[config.mk]
export PLATFORM = sky130hd
export DESIGN_NAME = modular_exponentiation_flat
export DESIGN_NICKNAME = d
export VERILOG_FILES = /design/src/rtl/mexp_pkg.sv /design/src/rtl/mexp_in_if.sv /design/src/rtl/mexp_out_if.sv /design/src/rtl/mexp_modmul.sv /design/src/rtl/mexp_seq.sv /design/src/rtl/modular_exponentiation.sv /design/src/flat_wrapper.sv
export SDC_FILE = /design/constraint.sdc
export NUM_CORES = 1
export LEC_CHECK = 0
export BUFFER_PORTS_ARGS = -buffer_cell sky130_fd_sc_hd__buf_2
export CORE_MARGIN = 10
export CORE_UTILIZATION = 40
export DETAILED_ROUTE_END_ITERATION = 12
export HOLD_SLACK_MARGIN = 0.03
export PLACE_DENSITY = 0.66
export SYNTH_ARGS = -nofsm -noshare
export SYNTH_HDL_FRONTEND = slang
export SYNTH_SLANG_ARGS = --single-unit
[constraint.sdc]
create_clock -name clk_i -period 8.15 [get_ports clk_i]
set_input_delay 1.63 -clock clk_i [delete_from_list [all_inputs] [get_ports clk_i]]
set_output_delay 1.63 -clock clk_i [all_outputs]
set_load 0.02 [all_outputs]
[src/rtl/mexp_pkg.sv]
// ----------------------------------------------------------------------------
// mexp_pkg
// Shared widths, constants and control types of the modular exponentiation
// block.
// ----------------------------------------------------------------------------
package mexp_pkg;

  // field widths
  localparam int unsigned ModW = 32;
  localparam int unsigned ValW = 63;

  // step counter covers the longest pass (one step per base bit)
  localparam int unsigned CntW = 6;
  localparam logic [CntW-1:0] RedSteps = CntW'(ValW);
  localparam logic [CntW-1:0] MulSteps = CntW'(ModW);

  // modulus after reset
  localparam logic [ModW-1:0] ModulusReset = 32'd1000000007;

  // operation codes
  localparam logic OpPower   = 1'b0;
  localparam logic OpInverse = 1'b1;

  // request from the sequencer to the step unit
  typedef struct packed {
    logic start;   // load operands and begin a pass
    logic reduce;  // 1: reduce the 63-bit operand, 0: modular multiply
  } mexp_req_t;

endpackage

[src/rtl/mexp_in_if.sv]
// ----------------------------------------------------------------------------
// mexp_in_if
// Input channel: one word per exponentiation request.
// ----------------------------------------------------------------------------
interface mexp_in_if import mexp_pkg::*; ();

  logic            valid;
  logic            ready;
  logic            operation;
  logic [ValW-1:0] base;
  logic [ValW-1:0] exponent;

  modport source (output valid, output operation, output base, output exponent, input ready);
  modport sink   (input valid, input operation, input base, input exponent, output ready);

endinterface

[src/rtl/mexp_out_if.sv]
// ----------------------------------------------------------------------------
// mexp_out_if
// Output channel: one result word per request.
// ----------------------------------------------------------------------------
interface mexp_out_if import mexp_pkg::*; ();

  logic            valid;
  logic            ready;
  logic [ModW-1:0] result;

  modport source (output valid, output result, input ready);
  modport sink   (input valid, input result, output ready);

endinterface

[src/rtl/mexp_modmul.sv]
// ----------------------------------------------------------------------------
// mexp_modmul
// Shared shift-add-reduce unit. Each cycle it forms r = 2r + addend and
// brings it back below the modulus. A multiply pass walks the 32 bits of
// one factor (addend is the other factor or zero); a reduce pass walks the
// 63 bits of the base (addend is the bit itself).
// ----------------------------------------------------------------------------
module mexp_modmul import mexp_pkg::*; (
  input  logic            clk_i,
  input  logic            rst_ni,
  input  mexp_req_t       req_i,
  input  logic [ModW-1:0] x_i,
  input  logic [ValW-1:0] y_i,
  input  logic [ModW-1:0] mod_i,
  output logic            done_o,
  output logic [ModW-1:0] res_o
);

  logic            busy_q;
  logic            done_q;
  logic            reduce_q;
  logic [CntW-1:0] cnt_q;
  logic [ValW-1:0] sh_q;
  logic [ModW-1:0] r_q;
  logic [ModW-1:0] r_d;

  logic [ModW+1:0] addend;
  logic [ModW+1:0] sum;
  logic [ModW+1:0] mod1;
  logic [ModW+1:0] mod2;
  logic [ModW+1:0] sub1;
  logic [ModW+1:0] sub2;

  // one step: double, add, subtract the modulus up to twice
  always_comb begin
    if (reduce_q) begin
      addend = {{(ModW+1){1'b0}}, sh_q[ValW-1]};
    end else if (sh_q[ValW-1]) begin
      addend = {2'b00, x_i};
    end else begin
      addend = '0;
    end
    sum  = {1'b0, r_q, 1'b0} + addend;
    mod1 = {2'b00, mod_i};
    mod2 = {1'b0, mod_i, 1'b0};
    sub1 = sum - mod1;
    sub2 = sum - mod2;
    if (sum >= mod2) begin
      r_d = sub2[ModW-1:0];
    end else if (sum >= mod1) begin
      r_d = sub1[ModW-1:0];
    end else begin
      r_d = sum[ModW-1:0];
    end
  end

  // pass control
  always_ff @(posedge clk_i or negedge rst_ni) begin
    if (!rst_ni) begin
      busy_q   <= 1'b0;
      done_q   <= 1'b0;
      reduce_q <= 1'b0;
      cnt_q    <= '0;
    end else begin
      done_q <= 1'b0;
      if (req_i.start) begin
        busy_q   <= 1'b1;
        reduce_q <= req_i.reduce;
        cnt_q    <= req_i.reduce ? RedSteps : MulSteps;
      end else if (busy_q) begin
        cnt_q <= cnt_q - CntW'(1);
        if (cnt_q == CntW'(1)) begin
          busy_q <= 1'b0;
          done_q <= 1'b1;
        end
      end
    end
  end

  // operand shifter and partial remainder
  always_ff @(posedge clk_i) begin
    if (req_i.start) begin
      r_q <= '0;
      if (req_i.reduce) begin
        sh_q <= y_i;
      end else begin
        sh_q <= {y_i[ModW-1:0], {(ValW-ModW){1'b0}}};
      end
    end else if (busy_q) begin
      r_q  <= r_d;
      sh_q <= {sh_q[ValW-2:0], 1'b0};
    end
  end

  assign done_o = done_q;
  assign res_o  = r_q;

endmodule

[src/rtl/mexp_seq.sv]
// ----------------------------------------------------------------------------
// mexp_seq
// Square-and-multiply sequencer. Holds base, running result and exponent,
// walks the exponent from the low bit up and issues reduce, multiply and
// square passes to the shared step unit.
// ----------------------------------------------------------------------------
module mexp_seq import mexp_pkg::*; (
  input  logic            clk_i,
  input  logic            rst_ni,
  mexp_in_if.sink         in_i,
  input  logic [ModW-1:0] mod_i,
  input  logic            unit_done_i,
  input  logic [ModW-1:0] unit_res_i,
  output mexp_req_t       req_o,
  output logic [ModW-1:0] x_o,
  output logic [ValW-1:0] y_o,
  input  logic            out_free_i,
  output logic            fin_o,
  output logic [ModW-1:0] res_o
);

  localparam logic [2:0] StIdle = 3'd0;
  localparam logic [2:0] StBase = 3'd1;
  localparam logic [2:0] StNext = 3'd2;
  localparam logic [2:0] StMul  = 3'd3;
  localparam logic [2:0] StSqr  = 3'd4;
  localparam logic [2:0] StDone = 3'd5;

  logic [2:0]      st_q, st_d;
  logic [ModW-1:0] base_q, base_d;
  logic [ModW-1:0] acc_q, acc_d;
  logic [ValW-1:0] exp_q, exp_d;
  logic [ModW-1:0] mod_m2;
  logic [ModW-1:0] y_reg;
  logic            accept;

  assign in_i.ready = (st_q == StIdle);
  assign accept     = in_i.valid && in_i.ready;
  assign mod_m2     = mod_i - ModW'(2);

  // operands for the step unit: y is sampled when a pass starts, x is read on every step
  assign y_reg = ((st_q == StNext) && exp_q[0]) ? acc_q : base_q;
  assign y_o   = (st_q == StIdle) ? in_i.base : {{(ValW-ModW){1'b0}}, y_reg};
  assign x_o   = base_q;
  assign res_o = acc_q;

  // next state and pass requests
  always_comb begin
    st_d         = st_q;
    base_d       = base_q;
    acc_d        = acc_q;
    exp_d        = exp_q;
    req_o.start  = 1'b0;
    req_o.reduce = 1'b0;
    fin_o        = 1'b0;
    unique case (st_q)
      StIdle: begin
        if (accept) begin
          if (mod_i < ModW'(2)) begin
            acc_d = '0;
            st_d  = StDone;
          end else begin
            acc_d        = ModW'(1);
            exp_d        = (in_i.operation == OpInverse) ?
                           {{(ValW-ModW){1'b0}}, mod_m2} : in_i.exponent;
            req_o.start  = 1'b1;
            req_o.reduce = 1'b1;
            st_d         = StBase;
          end
        end
      end
      StBase: begin
        if (unit_done_i) begin
          base_d = unit_res_i;
          st_d   = StNext;
        end
      end
      StNext: begin
        if (exp_q == '0) begin
          st_d = StDone;
        end else begin
          req_o.start = 1'b1;
          st_d        = exp_q[0] ? StMul : StSqr;
        end
      end
      StMul: begin
        if (unit_done_i) begin
          acc_d = unit_res_i;
          // no square needed after the top exponent bit
          if (exp_q[ValW-1:1] == '0) begin
            st_d = StDone;
          end else begin
            req_o.start = 1'b1;
            st_d        = StSqr;
          end
        end
      end
      StSqr: begin
        if (unit_done_i) begin
          base_d = unit_res_i;
          exp_d  = {1'b0, exp_q[ValW-1:1]};
          st_d   = StNext;
        end
      end
      StDone: begin
        if (out_free_i) begin
          fin_o = 1'b1;
          st_d  = StIdle;
        end
      end
      default: begin
        st_d = StIdle;
      end
    endcase
  end

  // state register
  always_ff @(posedge clk_i or negedge rst_ni) begin
    if (!rst_ni) begin
      st_q <= StIdle;
    end else begin
      st_q <= st_d;
    end
  end

  // working values
  always_ff @(posedge clk_i) begin
    base_q <= base_d;
    acc_q  <= acc_d;
    exp_q  <= exp_d;
  end

endmodule

[src/rtl/modular_exponentiation.sv]
// ----------------------------------------------------------------------------
// modular_exponentiation
// Computes base^exponent mod modulus by right-to-left square-and-multiply,
// or base^(modulus-2) mod modulus in inverse mode, on one shared
// shift-add-reduce unit.
// ----------------------------------------------------------------------------
//
//   channel   dir   handshake      payload
//   in_i      in    valid/ready    operation, base, exponent
//   out_o     out   valid/ready    result
//   cfg       in    cfg_we_i       cfg_wdata_i (modulus)
//
// One word at a time: in_i.ready is high only while the sequencer is idle.
// From accept to result: the base is reduced, then each exponent bit below
// the top set bit takes a multiply pass if set and then a square pass, and
// the top bit takes a multiply pass only; a zero exponent needs only the
// reduce pass, and a modulus below 2 gives its result without any pass.
// The shared unit handles one operand bit per cycle.
// The result sits in an output register; a stalled output holds the block in
// its finish state. Reset sets the modulus to 1000000007 and the block idle.
// ----------------------------------------------------------------------------
module modular_exponentiation import mexp_pkg::*; (
  input  logic            clk_i,
  input  logic            rst_ni,
  input  logic            cfg_we_i,
  input  logic [ModW-1:0] cfg_wdata_i,
  mexp_in_if.sink         in_i,
  mexp_out_if.source      out_o
);

  logic [ModW-1:0] modulus_q;
  logic            out_valid_q;
  logic [ModW-1:0] out_res_q;
  logic            out_free;

  mexp_req_t       req;
  logic [ModW-1:0] x_op;
  logic [ValW-1:0] y_op;
  logic            unit_done;
  logic [ModW-1:0] unit_res;
  logic            fin;
  logic [ModW-1:0] seq_res;

  // modulus register
  always_ff @(posedge clk_i or negedge rst_ni) begin
    if (!rst_ni) begin
      modulus_q <= ModulusReset;
    end else if (cfg_we_i) begin
      modulus_q <= cfg_wdata_i;
    end
  end

  // sequencer
  mexp_seq u_mexp_seq (
    .clk_i       (clk_i),
    .rst_ni      (rst_ni),
    .in_i        (in_i),
    .mod_i       (modulus_q),
    .unit_done_i (unit_done),
    .unit_res_i  (unit_res),
    .req_o       (req),
    .x_o         (x_op),
    .y_o         (y_op),
    .out_free_i  (out_free),
    .fin_o       (fin),
    .res_o       (seq_res)
  );

  // shared step unit
  mexp_modmul u_mexp_modmul (
    .clk_i  (clk_i),
    .rst_ni (rst_ni),
    .req_i  (req),
    .x_i    (x_op),
    .y_i    (y_op),
    .mod_i  (modulus_q),
    .done_o (unit_done),
    .res_o  (unit_res)
  );

  // output register
  assign out_free = !out_valid_q || out_o.ready;

  always_ff @(posedge clk_i or negedge rst_ni) begin
    if (!rst_ni) begin
      out_valid_q <= 1'b0;
    end else if (fin) begin
      out_valid_q <= 1'b1;
    end else if (out_o.ready) begin
      out_valid_q <= 1'b0;
    end
  end

  always_ff @(posedge clk_i) begin
    if (fin) begin
      out_res_q <= seq_res;
    end
  end

  assign out_o.valid  = out_valid_q;
  assign out_o.result = out_res_q;

endmodule

[src/flat_wrapper.sv]
// flat-port wrapper written by rule: the top's interface ports become plain ports
module modular_exponentiation_flat import mexp_pkg::*;
  (clk_i, rst_ni, cfg_we_i, cfg_wdata_i, in_i_valid, in_i_operation, in_i_base, in_i_exponent, in_i_ready, out_o_valid, out_o_result, out_o_ready);
  mexp_in_if in_i_i ();
  mexp_out_if out_o_i ();
  input  logic clk_i;
  input  logic rst_ni;
  input  logic cfg_we_i;
  input  logic [ModW-1:0] cfg_wdata_i;
  input wire logic [$bits(in_i_i.valid)-1:0] in_i_valid;
  input wire logic [$bits(in_i_i.operation)-1:0] in_i_operation;
  input wire logic [$bits(in_i_i.base)-1:0] in_i_base;
  input wire logic [$bits(in_i_i.exponent)-1:0] in_i_exponent;
  output wire logic [$bits(in_i_i.ready)-1:0] in_i_ready;
  output wire logic [$bits(out_o_i.valid)-1:0] out_o_valid;
  output wire logic [$bits(out_o_i.result)-1:0] out_o_result;
  input wire logic [$bits(out_o_i.ready)-1:0] out_o_ready;
  assign in_i_i.valid = in_i_valid;
  assign in_i_i.operation = in_i_operation;
  assign in_i_i.base = in_i_base;
  assign in_i_i.exponent = in_i_exponent;
  assign in_i_ready = in_i_i.ready;
  assign out_o_valid = out_o_i.valid;
  assign out_o_result = out_o_i.result;
  assign out_o_i.ready = out_o_ready;
  modular_exponentiation u_core (.clk_i(clk_i), .rst_ni(rst_ni), .cfg_we_i(cfg_we_i), .cfg_wdata_i(cfg_wdata_i), .in_i(in_i_i), .out_o(out_o_i));
endmodule
-- Word-level counts from Yosys, hierarchy flattened
Index checks and enable logic that the tools add are counted.
- register bits: 299
- input port bits: 164
- output and inout port bits: 34
- logic and storage cells: 96
- $add $sub $neg: 5
- order comparisons: 3
- equality and inequality tests: 12
- mux-type cells: 47
- reductions and logical operators: 16
- operators with widths (kind ; number):
    63-bit two-way mux ; 8
    32-bit two-way mux ; 6
    63-bit case mux with 2 select lines ; 1
    32-bit case mux with 2 select lines ; 1
    32-bit subtractor ; 2
    63-bit logical NOT ; 1
    62-bit logical NOT ; 1
    33-bit by 34-bit adder with 34-bit output ; 1
    34-bit by 32-bit greater-or-equal comparator with 1-bit output ; 1
    34-bit by 33-bit greater-or-equal comparator with 1-bit output ; 1
    34-bit two-way mux ; 1
    32-bit by 2-bit less-than comparator with 1-bit output (second input constant) ; 1
    32-bit by 2-bit subtractor with 32-bit output (second input constant) ; 1
    3-bit two-way mux ; 7
    1-bit two-way mux ; 16
    3-bit case mux with 5 select lines ; 1
    6-bit two-way mux ; 2
    4-bit AND reduction ; 2
    2-bit nonzero test ; 4
    3-bit by 2-bit equality test with 1-bit output (second input constant) ; 2
    3-bit equality test (second input constant) ; 2
    6-bit by 1-bit equality test with 1-bit output (second input constant) ; 1
    2-bit by 1-bit != test with 1-bit output (second input constant) ; 3
    2-bit != test (second input constant) ; 3
    other kinds (12) ; 14

-- Longest topological paths before layout
Gate-level depths: netlist of the first run.
- depth in word-level cells: 6
- depth in mapped cells: 28
- depth with buffers taken out: 24

-- Hierarchy
A second synthesis of the first run with hierarchy kept.
- cell total of the unflattened synthesis: 1921
- area total of the unflattened synthesis: 19341.0 um^2
- modules (own cells, without submodules) (module ; times used ; cells an instance ; area an instance (um^2) ; seq. area each (um^2)):
    mexp_modmul ; 1 ; 1137 ; 9824.4 ; 2757.6
    mexp_seq ; 1 ; 681 ; 7153.1 ; 3888.7
    modular_exponentiation ; 1 ; 103 ; 2363.5 ; 1806.7

-- Worst setup path before layout of the first run
No wires, ideal clock.
- path type: reg-to-reg
- from: reg u_core.u_mexp_modmul.reduce_q
- to: reg u_core.u_mexp_modmul.r_q[19], in the netlist u_core.u_mexp_modmul.res_o[19]
- library setup time: 0.117 ns
- data arrival time: 5.527 ns
- slack: 2.506 ns
- stages on the path, launching flop included: 27
- path buffers: 4
- cell sequence: dfrtp_1 > nor2b_1 > clkbuf_1 > and2_1 > ha_1 > inv_1 > fa_1 > nand2b_1 > a21o_1 > a211o_1 > a21oi_1 > o21ai_0 > nand4b_1 > or3b_2 > ha_1 > clkbuf_1 > a21o_1 > a311oi_1 > o31a_1 > a21oi_1 > o311a_1 > o31ai_1 > and3b_1 > buf_2 > buf_1 > o211ai_1 > a32o_1
- longest elaborated chain between the ends: 5
- elaborated cells between the ends (all ways): 8
- RTL lines (element ; line ; source):
    start: declaration ; mexp_modmul.sv:21 ; logic reduce_q;
    start signal: assignment ; mexp_modmul.sv:68 ; reduce_q <= req_i.reduce;
    34-bit two-way mux (*) ; mexp_modmul.sv:36 ; if (reduce_q) begin
    33-bit by 34-bit adder with 34-bit output (*) ; mexp_modmul.sv:43 ; sum = {1'b0, r_q, 1'b0} + addend;
    32-bit subtractor / 34-bit by 32-bit greater-or-equal comparator with 1-bit output (equally long branches) ; mexp_modmul.sv:46, mexp_modmul.sv:50 ;
    32-bit two-way mux ; mexp_modmul.sv:50 ; end else if (sum >= mod1) begin
    32-bit two-way mux (*) ; mexp_modmul.sv:48 ; if (sum >= mod2) begin
    end signal: assignment ; mexp_modmul.sv:90 ; r_q <= r_d;
    end: declaration ; mexp_modmul.sv:24 ; logic [ModW-1:0] r_q;
Every way passes the cells marked *; elsewhere a longest branch is shown, timed or not.
A chain may end at the register's enable or synchronous reset.

-- Worst setup path after layout of the first run
- from: reg u_core.u_mexp_modmul.reduce_q
- to: reg u_core.u_mexp_modmul.r_q[31], in the netlist u_core.u_mexp_modmul.res_o[31]
The elaborated chain is that of the path after synthesis.

==> results of run 1 <==
per-stage QoR:
step           worst slack, ps  util [%]  power [W]
2_1_floorplan             2510         -    0.00414
6_report                  1270      46.0    0.00669
5_1_grt                    745      46.0    0.00706
4_1_cts                   1330      46.0    0.00664
3_5_place_dp              1370      43.6    0.00505
3_3_place_gp              1580      43.6    0.00504
worst min path at each step:
stage,startpoint,endpoint,slack [ps],depth (start not counted)
CTS,u_core.u_mexp_seq.res_o[17],u_core.out_o.result[17],450,0
detailed placement,u_core.u_mexp_seq.res_o[17],u_core.out_o.result[17],430,0
global route,u_core.u_mexp_seq.res_o[7],u_core.out_o.result[7],460,0
global placement,u_core.u_mexp_seq.res_o[31],u_core.out_o.result[31],430,0
floorplan,u_core.u_mexp_seq.res_o[0],u_core.out_o.result[0],430,0
finish,u_core.u_mexp_seq.res_o[7],u_core.out_o.result[7],450,0
synth_stat cells, types with 42 or more instances:
cell | instances | area share, %
and3_1 | 43 | 1.4
nand2_1 | 288 | 5.6
inv_1 | 71 | 1.4
o21ai_0 | 265 | 6.9
clkbuf_1 | 95 | 1.9
edfxtp_1 | 222 | 35
xnor2_1 | 76 | 3.5
ha_1 | 98 | 6.4
a21oi_1 | 119 | 3.1
mux2i_1 | 76 | 4.0
nand2b_1 | 44 | 1.4
nand3_1 | 42 | 1.1
nor2_1 | 70 | 1.4
kinds of logic (layout without fill, tap and decap cells):
logic type | count (synthesis) | after routing
buf+inv | 185 | 360
compound gates | 614 | 614
simple gates | 659 | 659
mux | 84 | 84
fa+ha+maj | 101 | 101
xor+xnor | 103 | 103
flops | 299 | 299
final cells by class:
type,count,area [um2],area share [%]
Clock inverter,19,159,0.726
Tap cell,615,769,3.51
Clock buffer,47,983,4.49
Timing Repair Buffer,222,1170,5.36
Multi-Input combinational cell,1561,10100,46.1
Sequential cell,299,8450,38.6
Inverter,72,270,1.23
report_power, final:
part / switching [W] / internal, W / leakage, nW
combinational: 0.00193 / 0.00125 / 4.95
sequential: 0.000158 / 0.00178 / 2.80
clock: 0.000655 / 0.000922 / 0.568
cell usage in the layout, fill, tap and decap left out, drive strengths merged, types with 9 or more instances in the layout:
cell type	count
inv	76
mux2i	76
ha	98
a21o	39
buf	222
a31oi	12
nor2	73
nand3	42
o22ai	11
edfxtp	222
and2	40
nand2	288
nor3	34
o2bb2ai	30
dfxtp	32
o211ai	21
o21a	15
nor2b	13
a211oi	20
dfrtp	29
a211o	9
o31ai	11
a21oi	119
clkbuf	47
xor2	27
xnor2	76
and3	43
o21ai	267
dfstp	16
nand4	22
nor4	29
clkinv	13
nand2b	44
routing by layer:
metal / up-vias / part of all wire [%] / global-route usage (%)
met5: - / 0 / 0
met4: 0 / 3.0 / 6.77
met3: 94 / 7.4 / 3.99
met2: 587 / 45 / 31.7
met1: 7841 / 44 / 26.4
li1: 7826 / - / -
worst max-delay path, cell delays in order, from the launching register on:
cell      delay (ps)
dfrtp_1          390
nor2b_1          440
and2_1           220
ha_1             170
inv_1             60
fa_1             410
nand2b_1         190
a21o_1           200
a211o_1          310
a21oi_1          190
o21ai_0          170
nand4b_1         130
or3b_2           530
ha_1             410
a21o_1           240
a311oi_1         260
o31a_1           190
a21oi_1          100
o311a_1          350
o31ai_1          310
nand3b_1         400
nor2_1           570
buf_4            300
nand3_1           90
a31oi_1          170
registers in the layout, summed over array words and instances, names as in the netlist:
name / flops
u_core.u_mexp_modmul.sh_q: 63
u_core.u_mexp_seq.exp_q: 63
u_core.modulus_q: 32
u_core.out_o.result: 32
u_core.u_mexp_modmul.res_o: 32
u_core.u_mexp_seq.res_o: 32
u_core.u_mexp_seq.x_o: 32
u_core.u_mexp_modmul.cnt_q: 6
u_core.u_mexp_seq.st_q: 3
u_core.out_o.valid: 1
u_core.u_mexp_modmul.busy_q: 1
u_core.u_mexp_modmul.done_o: 1
u_core.u_mexp_modmul.reduce_q: 1
==> key figures, run 1 <==
Global routing
  – GRT Util Overall: 19.9%
  – Initial antenna violation count: 1
  – Largest net degree at the start of global routing: 127
  – GRT overflow: 0
  – First-pass GRT wire length: 90400 um
  – Vias in the first global route: 16.0k

Power and ir drop
  – Power per cell area: 306 nW/um2
  – P_leak: 8.32 nW
  – Maximum VDD drop: 153 uV

Route
  – Detailed-route wire length per cell: 20.7 um
  – Vias after detailed routing: 16.3k
  – Drt first pass iters: 5
  – Drt via density: 5.77
  – Final wirelength: 58600 um
  – Initial DRC count: 1367
  – DRC: 0
  – Final ANT Viol Nets: 0

Placed design
  – Dpl cells: 2769
  – GPL Wtd Cong: 1.01
  – Post-Place Cell Area: 20800 um2
  – Dpl hpwl: 44900 um
  – Number of I/O port buffers: 197

Synth
  – Mapped Nets: 2310
  – Avg Inst Size Synth: 9.40 um2
  – Yosys warnings: 0
  – #FFs+latches synth: 299
  – Top FF cell, synth: edfxtp_1
  – Async S/R FF share, synth: 15.1%
  – Simple-gate share of the synthesized area: 16.8%
  – Compound-Gate Fraction of Synth Area: 19.6%
  – Seq/Total Area, Yosys: 44.0%
  – Syn Std Cell Area: 19200 um2
  – Cell variety after synth: 85
  – Adder-cell share of the synthesized area: 6.69%
  – Mux contribution to synthesized area: 4.42%
  – Post-Syn Instances: 2045
  – Post-synth EDFFs: 222
  – Largest family of logic cells by synthesized area: compound AO/OA/AOI/OAI gates
  – Post-Synth XOR/XNOR Area: 4.69%

Critical path
  – Worst r2r src: u_core.u_mexp_modmul.reduce_q
  – Reg-to-Reg End: u_core.u_mexp_modmul.res_o[31]
  – Setup crit end kind: flop
  – Crit path from: u_core.u_mexp_modmul.reduce_q
  – Crit path kind: reg -> reg
  – Reg2reg path depth: 24
  – Arrival @ worst endpoint: 7330 ps
  – WP data required: 8600 ps
  – R2R Setup Slk: 1270 ps
  – Worst Setup Start Kind: flop
  – Crit-path max FO: 13
  – Critical path endpoint: u_core.u_mexp_modmul.res_o[31]

Timing
  – Final setup viols: 0
  – Clock Skew: 30.1 ps
  – Setup_tns: 0 ps
  – Fmax: 145 MHz
  – Fin crit period: 6880 ps
  – Final Cycle Share: 84.4%
  – Tightest Pin Transition: 1140 ps
  – Relative slew margins: 24.3%
  – Hold slack: 445 ps
  – RSZ-0062 raised after global routing: false
  – Max Slew Vio Count: 0
  – Final Hold Viols: 0

CTS
  – Hold_buf cts: 0
  – Clock Root Buffer: clkbuf_16
  – CTS H-tree depth: 2
  – Clock Tree Buf Depth: 3
  – CTS Sinks: 299
  – Clk slew on worst S/H paths: 60 ps
  – CTS tree: done
  – Clock buffer count from CTS: 36
  – Post-CTS Setup Bufs: 0
  – CTS resizes: 0
  – Clock latency on the worst-skew pair: 560 ps

Floorplan
  – CORE AREA: 47600 um2
  – Rows: 80
  – Ports: 198
  – Initial Util: 40.4%
  – DIE AREA: 57300 um2
  – Die X: 239 um
  – DIE HEIGHT: 239 um

Cells and area
  – Layout cell share with drive strength beyond 1: 15.0%
  – Design area: 21900 um2
  – N_diodes: 0
  – Fillers: 4577
  – Nets: 2457
  – Fin cells: 2835
  – Synth-to-Final Area Change: 13.9%

Outcome
  – Status: finished clean

Job
  – Max Cap Violations: 0

Hold path
  – Worst hold path class: reg -> reg
No activity file was read; power rests on OpenSTA's default activity.
==> inputs of run 2 (changes only) <==
- PLACE_DENSITY: 0.66 -> 0.68
- clock period: 8.15 -> 6.2 ns (I/O delays scaled with it)
==> key figures, run 2 (same netlist as run 1, synthesis figures left out) <==
Timing
  – Final setup viols: 0
  – Final Cycle Share: 95.5%
  – Hold slack: 448 ps
  – Clock Skew: 25.4 ps
  – Max Slew Vio Count: 0
  – Tightest Pin Transition: 1140 ps
  – Relative slew margins: 23.1%
  – Final Hold Viols: 0
  – Fmax: 169 MHz
  – Fin crit period: 5920 ps

Cells and area
  – Most common cell after layout, fill and taps aside: nand2_1
  – Synth-to-Final Area Change: 15.1%
  – Design area: 22100 um2
  – Commonest cells after routing, fill and taps aside: nand2_1 (288), o21ai_0 (263), edfxtp_1 (222), buf_2 (199), a21oi_1 (115)
  – Fillers: 4509
  – Largest regs: u_core.u_mexp_modmul.sh_q x63, u_core.u_mexp_seq.exp_q x63
  – N_diodes: 0
  – Layout cell share with drive strength beyond 1: 16.5%
  – Nets: 2481

Critical path
  – Reg2reg path depth: 23
  – Crit-path max FO: 15
  – Arrival @ worst endpoint: 6360 ps
  – Crit path from: u_core.u_mexp_modmul.sh_q[62]
  – Worst Setup Start Kind: flop
  – Crit path kind: reg -> reg
  – WP data required: 6630 ps
  – Critical path endpoint: u_core.u_mexp_modmul.res_o[4]
  – Crit path cell chain: nor2b_4 > buf_6 > and2_1 > ha_1 > nand3_1 > o22ai_1 > o211ai_1 > a21o_1 > a21bo_2 > o221ai_1 > a21oi_1 > xnor2_1 > ha_1 > nand4_1 > nor2_1 > and3_1 > a221oi_1 > o211ai_1 > nor2_2 > buf_4 > mux2_2 > a221oi_1 > nor2_1
  – R2R Setup Slk: 280 ps
  – Setup crit end kind: flop
  – Slowest CP cell: xnor2_1
  – Worst r2r src: u_core.u_mexp_modmul.sh_q[62]
  – Reg-to-Reg End: u_core.u_mexp_modmul.res_o[4]
  – Max incr delay on CP: 510 ps

Route
  – Final wirelength: 59600 um
  – Met2 wire len: 28600 um
  – Initial DRC count: 1588
  – Vias after detailed routing: 16.4k
  – Detailed-route wire length per cell: 20.8 um
  – DR top layer: met4
  – Routed length on met3: 3380 um
  – Drt first pass iters: 6
  – DRC: 0
  – Drt via density: 5.73
  – DRT met1 WL: 26300 um
  – Final ANT Viol Nets: 0

Job
  – Max Cap Violations: 0

Power and ir drop
  – Power per cell area: 403 nW/um2
  – P_leak: 8.44 nW
  – Maximum VDD drop: 217 uV

CTS
  – CTS Sinks: 299
  – CTS H-tree depth: 2
  – CTS tree: done
  – Clock Root Buffer: clkbuf_16
  – Clk slew on worst S/H paths: 60 ps
  – Clock buffer count from CTS: 35
  – Clock Tree Buf Depth: 3
  – Clock latency on the worst-skew pair: 550 ps
  – Hold_buf cts: 0

Global routing
  – First-pass GRT wire length: 90900 um
  – GRT Util Overall: 20.0%
  – GRT overflow: 0
  – Largest net degree at the start of global routing: 127
  – Initial antenna violation count: 0
  – Vias in the first global route: 15.9k

Outcome
  – Status: finished clean

Placed design
  – Number of I/O port buffers: 197
  – Dpl hpwl: 45700 um
  – GPL Wtd Cong: 0.980
  – Post-Place Cell Area: 20900 um2

Floorplan
  – DIE AREA: 57300 um2
  – DIE HEIGHT: 239 um
  – CORE AREA: 47600 um2
  – Rows: 80
  – Die X: 239 um
  – Initial Util: 40.4%
  – Ports: 198

Hold path
  – Worst hold path class: reg -> reg
-- run 2: cell count changes in the layout (fill, tap and decap cells not counted), sizes merged --
cell,before,now
clkinv,13,12
buf,222,247
inv,76,73
clkinvlp,0,2
clkbuf,47,46
-- run 2: layer usage --
layer | vias to the layer above | GRT usage, %
li1 | 7844 | -
met1 | 7952 | 26.3
met2 | 480 | 33.6
met3 | 85 | 2.97
met4 | 0 | 5.42
met5 | - | 0
-- run 2: cell type report --
class / instances / area, um2 / share of cell area (%)
multi-input cells: 1561 / 10200 / 45.9
clock buffers: 46 / 957 / 4.32
well taps: 615 / 769 / 3.48
clock inverters: 17 / 175 / 0.791
repair buffers: 247 / 1360 / 6.14
flip-flops and latches: 299 / 8450 / 38.2
inverters: 72 / 270 / 1.22
-- run 2: repair_timing --
item                                    CTS  global route
setup buffers                             0             1
endpoints found under the setup margin    0            32
resized for setup                         0            21
-- run 2: how the worst min path moves through the flow --
stage	end	depth (start not counted)	from
2_1_floorplan	u_core.out_o.result[0]	0	u_core.u_mexp_seq.res_o[0]
3_3_place_gp	u_core.out_o.result[9]	0	u_core.u_mexp_seq.res_o[9]
3_5_place_dp	u_core.out_o.result[16]	0	u_core.u_mexp_seq.res_o[16]
4_1_cts	u_core.out_o.result[16]	0	u_core.u_mexp_seq.res_o[16]
5_1_grt	u_core.out_o.result[31]	0	u_core.u_mexp_seq.res_o[31]
6_report	u_core.out_o.result[19]	0	u_core.u_mexp_seq.res_o[19]
-- run 2: through the flow --
stage / instances / TNS (ps) / util, % / power (W) / worst slack (ps)
floorplan: 2045 / 0 / - / 0.00545 / 556
global placement: 2791 / 0 / 43.9 / 0.00673 / 339
detailed placement: 2791 / 0 / 43.9 / 0.00675 / 265
CTS: 2854 / 0 / 46.3 / 0.00883 / 248
global route: 2857 / -23.9 / 46.5 / 0.00942 / -13.5
finish: 2857 / 0 / 46.5 / 0.00892 / 276
-- run 2: worst max-delay path, delay by kind of cell (launching register included) --
kind,cells,cell delay (ps)
compound gates,9,2250
xor+xnor,1,510
fa+ha+maj,2,790
buf+inv,2,380
flops,1,380
mux,1,350
simple gates,8,1130
-- run 2: power breakdown --
group / leakage [nW] / internal (W) / switching [W]
Clock: 0.548 / 0.00119 / 0.000873
Sequential: 2.80 / 0.00233 / 0.000199
Combinational: 5.09 / 0.00177 / 0.00255
